<file path="src/maes_pkg.sv">
package maes_pkg;

  // Defaults for the top-level parameters
  localparam int MAX_WINDOW_DEF  = 64;
  localparam int SAMPLE_BITS_DEF = 16;

  // Running sum carries this many bits above the sample width
  localparam int SUM_GUARD = 7;

  // Register widths and reset values
  localparam int WIN_BITS      = 7;
  localparam int GAIN_BITS     = 17;
  localparam int GAIN_FRAC     = 16;
  localparam int CFG_IDX_BITS  = 2;
  localparam logic [GAIN_BITS-1:0] GAIN_ONE  = 17'h10000;
  localparam logic [GAIN_BITS-1:0] GAIN_RST  = 17'h08000;
  localparam logic [WIN_BITS-1:0]  WIN_RST   = 7'd8;

  // Register indexes on the configuration port
  localparam logic [CFG_IDX_BITS-1:0] CFG_MODE   = 2'd0;
  localparam logic [CFG_IDX_BITS-1:0] CFG_WINDOW = 2'd1;
  localparam logic [CFG_IDX_BITS-1:0] CFG_GAIN   = 2'd2;

  typedef enum logic [2:0] {
    ST_IDLE,
    ST_LOAD,
    ST_ACCUM,
    ST_DIV,
    ST_FINISH
  } maes_state_t;

  // Controller to datapath
  typedef struct packed {
    logic capture;   // take the input sample, last flag and window length
    logic load;      // read old sample, start both products
    logic accum;     // update sums, delay line, smoother; seed divider
    logic div_step;  // one quotient bit
    logic finish;    // form the result, push it out, clear on end of record
  } maes_cmd_t;

  // Datapath to controller
  typedef struct packed {
    logic out_free;
  } maes_stat_t;

endpackage

</file>
<file path="src/maes_ram.sv">
module maes_ram #(
  parameter int WIDTH = 16,
  parameter int DEPTH = 64
) (
  input  logic                     clk,
  input  logic                     we,
  input  logic [$clog2(DEPTH)-1:0] waddr,
  input  logic [WIDTH-1:0]         wdata,
  input  logic [$clog2(DEPTH)-1:0] raddr,
  output logic [WIDTH-1:0]         rdata
);

  logic [WIDTH-1:0] mem [DEPTH];

  always_ff @(posedge clk) begin
    if (we) begin
      mem[waddr] <= wdata;
    end
    rdata <= mem[raddr];
  end

endmodule

</file>
<file path="src/maes_ctrl.sv">
module maes_ctrl import maes_pkg::*; #(
  parameter int SAMPLE_BITS = SAMPLE_BITS_DEF
) (
  input  logic       clk,
  input  logic       rst_n,
  input  logic       in_valid,
  output logic       in_ready,
  input  maes_stat_t stat,
  output maes_cmd_t  cmd
);

  localparam int SUM_W = SAMPLE_BITS + SUM_GUARD;
  localparam int CNT_W = $clog2(SUM_W);

  maes_state_t      state_r, state_nxt;
  logic [CNT_W-1:0] cnt_r, cnt_nxt;

  always_ff @(posedge clk) begin
    if (!rst_n) begin
      state_r <= ST_IDLE;
      cnt_r   <= '0;
    end else begin
      state_r <= state_nxt;
      cnt_r   <= cnt_nxt;
    end
  end

  always_comb begin
    state_nxt = state_r;
    cnt_nxt   = cnt_r;
    cmd       = '0;
    in_ready  = 1'b0;
    unique case (state_r)
      ST_IDLE: begin
        in_ready = 1'b1;
        if (in_valid) begin
          cmd.capture = 1'b1;
          state_nxt   = ST_LOAD;
        end
      end
      ST_LOAD: begin
        cmd.load  = 1'b1;
        state_nxt = ST_ACCUM;
      end
      ST_ACCUM: begin
        cmd.accum = 1'b1;
        cnt_nxt   = CNT_W'(SUM_W - 1);
        state_nxt = ST_DIV;
      end
      ST_DIV: begin
        cmd.div_step = 1'b1;
        if (cnt_r == '0) begin
          state_nxt = ST_FINISH;
        end else begin
          cnt_nxt = cnt_r - 1'b1;
        end
      end
      ST_FINISH: begin
        // hold the result until the output register is free
        if (stat.out_free) begin
          cmd.finish = 1'b1;
          state_nxt  = ST_IDLE;
        end
      end
      default: state_nxt = ST_IDLE;
    endcase
  end

endmodule

</file>
<file path="src/maes_dp.sv">
module maes_dp import maes_pkg::*; #(
  parameter int MAX_WINDOW  = MAX_WINDOW_DEF,
  parameter int SAMPLE_BITS = SAMPLE_BITS_DEF
) (
  input  logic                          clk,
  input  logic                          rst_n,
  input  maes_cmd_t                     cmd,
  output maes_stat_t                    stat,
  input  logic                          cfg_we,
  input  logic [CFG_IDX_BITS-1:0]       cfg_index,
  input  logic [GAIN_BITS-1:0]          cfg_data,
  input  logic signed [SAMPLE_BITS-1:0] in_data,
  input  logic                          in_last,
  input  logic                          out_ready,
  output logic                          out_valid,
  output logic [SAMPLE_BITS-1:0]        out_data
);

  localparam int NW     = $clog2(MAX_WINDOW + 1);
  localparam int AW     = $clog2(MAX_WINDOW);
  localparam int DIFF_W = NW + 1;
  localparam int SUM_W  = SAMPLE_BITS + SUM_GUARD;
  localparam int ACC_W  = SAMPLE_BITS + GAIN_BITS;
  localparam int P1_W   = ACC_W + GAIN_BITS + 1;
  localparam int P2_W   = SAMPLE_BITS + GAIN_BITS + 1;
  localparam logic [SAMPLE_BITS-1:0] SAT_HI = {1'b0, {(SAMPLE_BITS-1){1'b1}}};
  localparam logic [SAMPLE_BITS-1:0] SAT_LO = {1'b1, {(SAMPLE_BITS-1){1'b0}}};

  // configuration
  logic                 mode_r;
  logic [WIN_BITS-1:0]  win_r;
  logic [GAIN_BITS-1:0] gain_r;

  // record state
  logic [NW-1:0]           seen_r;
  logic [AW-1:0]           wp_r;
  logic signed [SUM_W-1:0] sum_r;
  logic signed [ACC_W-1:0] acc_r;

  // per-item working registers
  logic signed [SAMPLE_BITS-1:0] x_r;
  logic                          last_r;
  logic [NW-1:0]                 n_r;
  logic signed [P1_W-1:0]        p1_r;
  logic signed [P2_W-1:0]        p2_r;
  logic                          neg_r;
  logic [SUM_W-1:0]              quo_r;
  logic [NW-1:0]                 rem_r;
  logic [NW-1:0]                 div_r;

  logic                   out_valid_r;
  logic [SAMPLE_BITS-1:0] out_data_r;

  logic [NW-1:0]                 n_clamp;
  logic                          warm;
  logic [DIFF_W-1:0]             pos_diff;
  logic [AW-1:0]                 old_pos;
  logic [SAMPLE_BITS-1:0]        rd_data;
  logic signed [SAMPLE_BITS-1:0] old_s;
  logic signed [SUM_W-1:0]       sum_nxt;
  logic [SUM_W-1:0]              sum_abs;
  logic [GAIN_BITS-1:0]          alpha_sat;
  logic signed [GAIN_BITS:0]     alpha_s;
  logic signed [GAIN_BITS:0]     comp_s;
  logic signed [P1_W-1:0]        p1_w;
  logic signed [P2_W-1:0]        p2_w;
  logic signed [P1_W-1:0]        p1_adj;
  logic signed [P1_W-1:0]        p1_sh;
  logic signed [ACC_W-1:0]       acc_nxt;
  logic [NW:0]                   rem_sh;
  logic                          rem_ge;
  logic signed [SUM_W:0]         q_s;
  logic [SAMPLE_BITS-1:0]        avg_sat;
  logic signed [ACC_W-1:0]       acc_adj;
  logic signed [SAMPLE_BITS:0]   expo_w;
  logic [SAMPLE_BITS-1:0]        expo_sat;

  // window length limited to 1..MAX_WINDOW
  always_comb begin
    if (int'(win_r) > MAX_WINDOW) begin
      n_clamp = NW'(MAX_WINDOW);
    end else if (win_r == '0) begin
      n_clamp = NW'(1);
    end else begin
      n_clamp = NW'(win_r);
    end
  end

  assign warm     = seen_r < n_r;
  assign pos_diff = DIFF_W'(wp_r) - DIFF_W'(n_r);
  assign old_pos  = pos_diff[DIFF_W-1] ? AW'(pos_diff + DIFF_W'(MAX_WINDOW))
                                       : AW'(pos_diff);

  maes_ram #(
    .WIDTH (SAMPLE_BITS),
    .DEPTH (MAX_WINDOW)
  ) u_delay (
    .clk   (clk),
    .we    (cmd.accum),
    .waddr (wp_r),
    .wdata (x_r),
    .raddr (old_pos),
    .rdata (rd_data)
  );

  assign old_s   = rd_data;
  assign sum_nxt = warm ? sum_r + SUM_W'(x_r)
                        : sum_r - SUM_W'(old_s) + SUM_W'(x_r);
  assign sum_abs = sum_nxt[SUM_W-1] ? SUM_W'(-sum_nxt) : SUM_W'(sum_nxt);

  // exponential smoother: acc = trunc((1 - a) * acc) + a * x
  assign alpha_sat = (gain_r > GAIN_ONE) ? GAIN_ONE : gain_r;
  assign alpha_s   = signed'({1'b0, alpha_sat});
  assign comp_s    = signed'({1'b0, GAIN_ONE - alpha_sat});
  assign p1_w      = comp_s * acc_r;
  assign p2_w      = alpha_s * x_r;
  assign p1_adj    = p1_r + signed'({{(P1_W-GAIN_FRAC){1'b0}}, {GAIN_FRAC{p1_r[P1_W-1]}}});
  assign p1_sh     = p1_adj >>> GAIN_FRAC;
  assign acc_nxt   = p1_sh[ACC_W-1:0] + p2_r[ACC_W-1:0];

  // restoring divide, one quotient bit a cycle
  assign rem_sh = {rem_r, quo_r[SUM_W-1]};
  assign rem_ge = rem_sh >= {1'b0, div_r};

  assign q_s = neg_r ? -signed'({1'b0, quo_r}) : signed'({1'b0, quo_r});
  always_comb begin
    if ((&q_s[SUM_W:SAMPLE_BITS-1]) || !(|q_s[SUM_W:SAMPLE_BITS-1])) begin
      avg_sat = q_s[SAMPLE_BITS-1:0];
    end else begin
      avg_sat = q_s[SUM_W] ? SAT_LO : SAT_HI;
    end
  end

  assign acc_adj = acc_r + signed'({{(ACC_W-GAIN_FRAC){1'b0}}, {GAIN_FRAC{acc_r[ACC_W-1]}}});
  assign expo_w  = acc_adj[ACC_W-1:GAIN_FRAC];
  always_comb begin
    if (expo_w[SAMPLE_BITS] == expo_w[SAMPLE_BITS-1]) begin
      expo_sat = expo_w[SAMPLE_BITS-1:0];
    end else begin
      expo_sat = expo_w[SAMPLE_BITS] ? SAT_LO : SAT_HI;
    end
  end

  assign stat.out_free = !out_valid_r || out_ready;
  assign out_valid     = out_valid_r;
  assign out_data      = out_data_r;

  always_ff @(posedge clk) begin
    if (!rst_n) begin
      mode_r      <= 1'b0;
      win_r       <= WIN_RST;
      gain_r      <= GAIN_RST;
      seen_r      <= '0;
      wp_r        <= '0;
      sum_r       <= '0;
      acc_r       <= '0;
      out_valid_r <= 1'b0;
    end else begin
      if (cfg_we) begin
        case (cfg_index)
          CFG_MODE:   mode_r <= cfg_data[0];
          CFG_WINDOW: win_r  <= cfg_data[WIN_BITS-1:0];
          CFG_GAIN:   gain_r <= cfg_data;
          default: ;
        endcase
      end
      if (cmd.accum) begin
        sum_r  <= sum_nxt;
        acc_r  <= acc_nxt;
        wp_r   <= (int'(wp_r) == MAX_WINDOW - 1) ? '0 : wp_r + 1'b1;
        if (seen_r != NW'(MAX_WINDOW)) begin
          seen_r <= seen_r + 1'b1;
        end
      end
      if (cmd.finish) begin
        out_valid_r <= 1'b1;
        // drop record state after the last sample's result
        if (last_r) begin
          sum_r  <= '0;
          acc_r  <= '0;
          wp_r   <= '0;
          seen_r <= '0;
        end
      end else if (out_ready) begin
        out_valid_r <= 1'b0;
      end
    end
  end

  always_ff @(posedge clk) begin
    if (cmd.capture) begin
      x_r    <= in_data;
      last_r <= in_last;
      n_r    <= n_clamp;
    end
    if (cmd.load) begin
      p1_r <= p1_w;
      p2_r <= p2_w;
    end
    if (cmd.accum) begin
      neg_r <= sum_nxt[SUM_W-1];
      quo_r <= sum_abs;
      rem_r <= '0;
      div_r <= warm ? seen_r + 1'b1 : n_r;
    end
    if (cmd.div_step) begin
      rem_r <= rem_ge ? NW'(rem_sh - {1'b0, div_r}) : NW'(rem_sh);
      quo_r <= {quo_r[SUM_W-2:0], rem_ge};
    end
    if (cmd.finish) begin
      out_data_r <= mode_r ? expo_sat : avg_sat;
    end
  end

endmodule

</file>
<file path="src/moving_average_or_exponential_smoother.sv">
// Channel  Direction  Handshake                Payload
// in_      sink       in_tvalid / in_tready    in_tdata: sample_value; in_tlast: last_in_record
// out_     source     out_tvalid / out_tready  out_tdata: smoothed_value
// cfg_     sink       cfg_valid / cfg_ready    cfg_index, cfg_data
//
// One sample at a time: no new sample is taken until the current one has passed the
// one-bit-per-cycle restoring divider of the average and its result has entered the
// output register.
// The output register lets the next sample enter while a result waits.
// Synchronous active-low reset sets configuration to its reset values and clears record state; the delay
// line RAM is not cleared and is only read at slots written in the current record.
// A stalled out_tready holds the finished item before it enters the output register.
module moving_average_or_exponential_smoother import maes_pkg::*; #(
  parameter int MAX_WINDOW  = MAX_WINDOW_DEF,
  parameter int SAMPLE_BITS = SAMPLE_BITS_DEF
) (
  input  logic                                clk,
  input  logic                                rst_n,
  input  logic                                in_tvalid,
  output logic                                in_tready,
  input  logic [((SAMPLE_BITS+7)/8)*8-1:0]    in_tdata,   // [SAMPLE_BITS-1:0] sample_value
  input  logic                                in_tlast,   // last_in_record
  output logic                                out_tvalid,
  input  logic                                out_tready,
  output logic [((SAMPLE_BITS+7)/8)*8-1:0]    out_tdata,  // [SAMPLE_BITS-1:0] smoothed_value
  input  logic                                cfg_valid,
  output logic                                cfg_ready,
  input  logic [CFG_IDX_BITS-1:0]             cfg_index,
  input  logic [GAIN_BITS-1:0]                cfg_data
);

  localparam int BUS_W = ((SAMPLE_BITS + 7) / 8) * 8;

  maes_cmd_t              cmd;
  maes_stat_t             stat;
  logic [SAMPLE_BITS-1:0] result;

  assign cfg_ready = 1'b1;
  assign out_tdata = BUS_W'(result);

  maes_ctrl #(
    .SAMPLE_BITS (SAMPLE_BITS)
  ) u_ctrl (
    .clk      (clk),
    .rst_n    (rst_n),
    .in_valid (in_tvalid),
    .in_ready (in_tready),
    .stat     (stat),
    .cmd      (cmd)
  );

  maes_dp #(
    .MAX_WINDOW  (MAX_WINDOW),
    .SAMPLE_BITS (SAMPLE_BITS)
  ) u_dp (
    .clk       (clk),
    .rst_n     (rst_n),
    .cmd       (cmd),
    .stat      (stat),
    .cfg_we    (cfg_valid && cfg_ready),
    .cfg_index (cfg_index),
    .cfg_data  (cfg_data),
    .in_data   (in_tdata[SAMPLE_BITS-1:0]),
    .in_last   (in_tlast),
    .out_ready (out_tready),
    .out_valid (out_tvalid),
    .out_data  (result)
  );

  a_cmd_onehot: assert property (@(posedge clk) disable iff (!rst_n)
    $onehot0({cmd.capture, cmd.load, cmd.accum, cmd.div_step, cmd.finish}))
    else $error("more than one datapath command at once");

  a_finish_free: assert property (@(posedge clk) disable iff (!rst_n)
    cmd.finish |-> stat.out_free)
    else $error("result pushed into a full output register");

  a_finish_valid: assert property (@(posedge clk) disable iff (!rst_n)
    cmd.finish |=> out_tvalid)
    else $error("finished result not presented");

  a_one_in_flight: assert property (@(posedge clk) disable iff (!rst_n)
    (in_tvalid && in_tready) |=> !in_tready)
    else $error("second sample taken while one is in work");

endmodule

</file>
<file path="config.mk">
export PLATFORM = sky130hd
export DESIGN_NAME = moving_average_or_exponential_smoother
export DESIGN_NICKNAME = d
export VERILOG_FILES = /design/src/maes_pkg.sv /design/src/maes_ram.sv /design/src/maes_ctrl.sv /design/src/maes_dp.sv /design/src/moving_average_or_exponential_smoother.sv
export SDC_FILE = /design/constraint.sdc
export NUM_CORES = 2
export LEC_CHECK = 0
export ABC_CLOCK_PERIOD_IN_PS = 12600
export BUFFER_PORTS_ARGS = -buffer_cell sky130_fd_sc_hd__buf_2
export CELL_PAD_IN_SITES_DETAIL_PLACEMENT = 1
export CELL_PAD_IN_SITES_GLOBAL_PLACEMENT = 2
export CORE_MARGIN = 2
export CORE_UTILIZATION = 40
export DETAILED_ROUTE_END_ITERATION = 10
export PLACE_DENSITY = 0.83
export SLEW_MARGIN = 20
export SYNTH_ARGS = -nofsm -noshare
export SYNTH_HDL_FRONTEND = slang
export SYNTH_SLANG_ARGS = --single-unit
</file>
<file path="constraint.sdc">
create_clock -name clk -period 12.6 [get_ports clk]
set_input_delay 1.89 -clock clk [delete_from_list [all_inputs] [get_ports clk]]
set_output_delay 1.89 -clock clk [all_outputs]
set_load 0.02 [all_outputs]
</file>
==> results.cfg <==
[power_and_ir_drop]
cellPowerDensity_nw_per_um2 = 149
leakage_nw = 37.5
pwr-share-seq_pct = 36.6
power_frac_comb_pct = 34.0
p_clk_share_pct = 29.4
irDropWorstVdd_v = 0.000141
p_sw_share_pct = 34.6
p_switching_mw = 4.87
internal_power_mw = 9.19

[clocking]
post_cts_buffers = 0
clock_path_buffers = 3
clock_latency_ns = 0.79
postCtsHoldBufs = 0
clk_pin_slew_ns = 0.06
clkSinkCount = 1304
cts-root-buf = clkbuf_16
cts_tree = built
h-tree-depth = 4
cts_resized = 0
numCtsBuffers = 141

[setup_path]
arrival_ns = 11.47
cp_slowest_cell = dfxtp_2
max_stage_delay_ns = 0.74
crit_start = u_dp.gain_r[16]
crit_path_start_kind = flip-flop
required_ns = 13.12
cp_max_fo = 33
crit_top_cell = fa_1
endpoint_kind = flip-flop
r2r-start = u_dp.gain_r[16]
path_class = reg -> reg

[logic_synthesis]
synth_flop_cell = edfxtp_1
synth_edf_count = 1185
syn_area_um2 = 85700
syn_area_per_cell_um2 = 12.6
synthArstFlopShare_pct = 0
synth_top_area_cell = edfxtp_1
ys_seq_area_share_pct = 44.3
ys_types = 93
synth_top_area_share_pct = 41.5
synth_area_leaders = edfxtp_1, fa_1, mux4_2
synthCells = 6799
ys_warn_count = 0
synth_nets = 7983
synth-seq-cells = 1304

[run_status]
status = completed

[placement]
place_area_um2 = 89800
gp_congestion = 0.848
dp_hpwl_um = 167000
io_buffer_count = 58

[layout]
fillCellCount = 22000
fin_area_um2 = 94400
multi_input_area_um2 = 43000
synthToLayoutAreaGrowth_pct = 10.2
final-seq-area_um2 = 38000
nNetsFinal = 8030
drive_above_1_share_pct = 12.4

[global_route]
antenna_found_initial = 9
grt_max_degree = 146
grt_pass1_vias = 59400
grt_pass1_wl_um = 372000
grtUsageTotal_pct = 22.6
grt_overflow = 0

[floorplan]
io_pins = 60
dieArea_um2 = 218000
rows = 169
die_x_um = 467
core_um2 = 213000
die_y_um = 467
start_util_pct = 40.3

[drt]
drt-pass1-iter-count = 5
drt_iter0_markers = 4078
wl_per_cell_um = 24.7
wirelength_um = 242000
routed-via-count = 53300
drc = 0
met2_length_um = 124000
highest_layer = met5
vias_per_cell = 5.45
antenna_left = 0
wl_met1_um = 98400
met3WireLength_um = 11600

[job]
cap_violations = 0

[timing]
clock_skew_ns = 0.0623
fmax_mhz = 91.3
worstMarginPinSlew_ns = 1.25
finalMaxSlewViolations = 0
setup_tns_ns = 0
finalCritPeriodShare_pct = 86.9
rsz0062_at_grt = no
setup_viol = 0
hold_violations = 0
fin_crit_ns = 10.95
slew_headroom_pct = 15.9

[hold_path]
worstHoldPathType = reg -> reg
min-delay-start = u_dp.acc_r[12]
## worst max-delay path, delay by kind of cell, from the launching register on
kind,cells,cell delay (ns)
AOI/OAI and AO/OA,13,3.58
adders and majority gates,8,3.55
and+or+nand+nor,5,1.37
buffers and inverters,5,1.03
DFF,1,0.74
muxes,1,0.29
xor gates and xnor gates,1,0.10
## power groups by stage
stage               registers, mW  clock network [mW]  logic, mW
CTS                          5.16                4.22       4.82
global route                 5.17                4.37       5.28
detailed placement           5.25                   0       4.76
global placement             5.24                   0       4.64
floorplan                    5.24                   0       3.29
finish                       5.15                4.13       4.78
## metrics by stage
step                utilization [%]  power (mW)  std cells  hold slack (ns)  setup WS, ns
global route                   44.4        14.8       9782            0.475          1.16
global placement               42.2        9.88       9522            0.438          1.94
finish                         44.4        14.1       9783            0.451          1.65
CTS                            44.4        14.2       9780            0.452          1.68
floorplan                         -        8.53       6799            0.452          3.25
detailed placement             42.3        10.0       9522            0.444          1.74
## layout make-up
| cell class | count | share of cell area, % |
|---|---|---|
| Multi-Input combinational cell | 4186 | 45.5 |
| Sequential cell | 1304 | 40.2 |
| Clock buffer | 176 | 3.94 |
| Inverter | 979 | 3.89 |
| Tap cell | 2821 | 3.74 |
| Timing Repair Buffer | 234 | 1.75 |
| Clock inverter | 82 | 0.932 |
| Antenna cell | 1 | 0.00265 |
## cells by family (layout without fill, tap and decap cells)
group / Yosys count / after routing / synth area share [%]
buffers and inverters: 1309 / 1471 / 5.81
other: 1 / 2 / 0.00438
adders and majority gates: 1143 / 1143 / 23.4
xor gates and xnor gates: 248 / 248 / 2.54
muxes: 368 / 368 / 9.00
DFF: 1304 / 1304 / 44.3
AOI/OAI and AO/OA: 680 / 680 / 5.20
and+or+nand+nor: 1746 / 1746 / 9.68
## synthesized netlist by cell type, drive strengths merged (8+ instances only)
cell type,count
or3,18
o21bai,17
o22a,10
a21oi,224
nor2,309
a31oi,14
mux2,8
nor2b,101
clkbuf,275
a211oi,58
inv,979
and4,9
nor4,14
xor2,96
nor3b,12
o31ai,18
a311oi,10
nand4,28
nor3,56
and2,238
a21o,78
and3,55
nand3b,9
mux4,320
a2111oi,10
mux2i,40
fa,770
nand2,744
ha,373
xnor2,152
dfxtp,119
nand3,72
buf,55
edfxtp,1185
a21boi,22
o21ai,117
o21a,26
or2,19
nand2b,42
or4,10
o211ai,8
## flip-flops by register name, summed over array words and instances (netlist names), 3 cells and up
| register | flops |
|---|---|
| u_dp.sum_r | 23 |
| u_dp.x_r | 16 |
| u_ctrl.state_r | 3 |
| u_dp.n_r | 7 |
| u_dp.acc_r | 33 |
| u_dp.u_delay.rdata | 16 |
| u_dp.u_delay.mem | 1024 |
| u_dp.rem_r | 7 |
| u_dp.gain_r | 17 |
| u_dp.win_r | 7 |
| u_dp.out_data | 16 |
| u_dp.seen_r | 7 |
| u_ctrl.cnt_r | 5 |
| u_dp.p2_r | 33 |
| u_dp.wp_r | 6 |
| u_dp.quo_r | 23 |
| u_dp.div_r | 7 |
| u_dp.p1_r | 50 |
## placed cells by master (no fill, tap or decap), drive strengths merged, types with 12 or more instances in the layout
master and n:
a21boi 22, nor2 309, nand3 72, o21ai 117, nand2b 42, o31ai 18
or3 18, mux4 320, nand4 28, and2 238, edfxtp 1185, xor2 96
a21o 78, and3 55, a21oi 224, mux2i 40, a31oi 14, dfxtp 119
buf 234, a211oi 58, o21a 26, nor2b 101, or2 19, o21bai 17
inv 983, xnor2 152, nor3b 12, clkinv 64, clkbuf 176, nand2 744
nor4 14, fa 770, ha 373, nor3 56
## worst paths after layout
path / cells past startpoint / slack, ns / end
max: 33 / 1.65 / u_dp.p1_r[47]
max reg2reg: 33 / 1.65 / u_dp.p1_r[47]
min reg2reg: 2 / 0.45 / u_dp.acc_r[12]
min: 2 / 0.45 / u_dp.acc_r[12]
## metal layers
layer / vias up / global-route usage (%)
met4: 2 / 7.56
met3: 377 / 2.73
met5: - / 0
met2: 1496 / 39.6
li1: 23300 / -
met1: 28100 / 28.8
No activity file was read; power rests on OpenSTA's default activity.
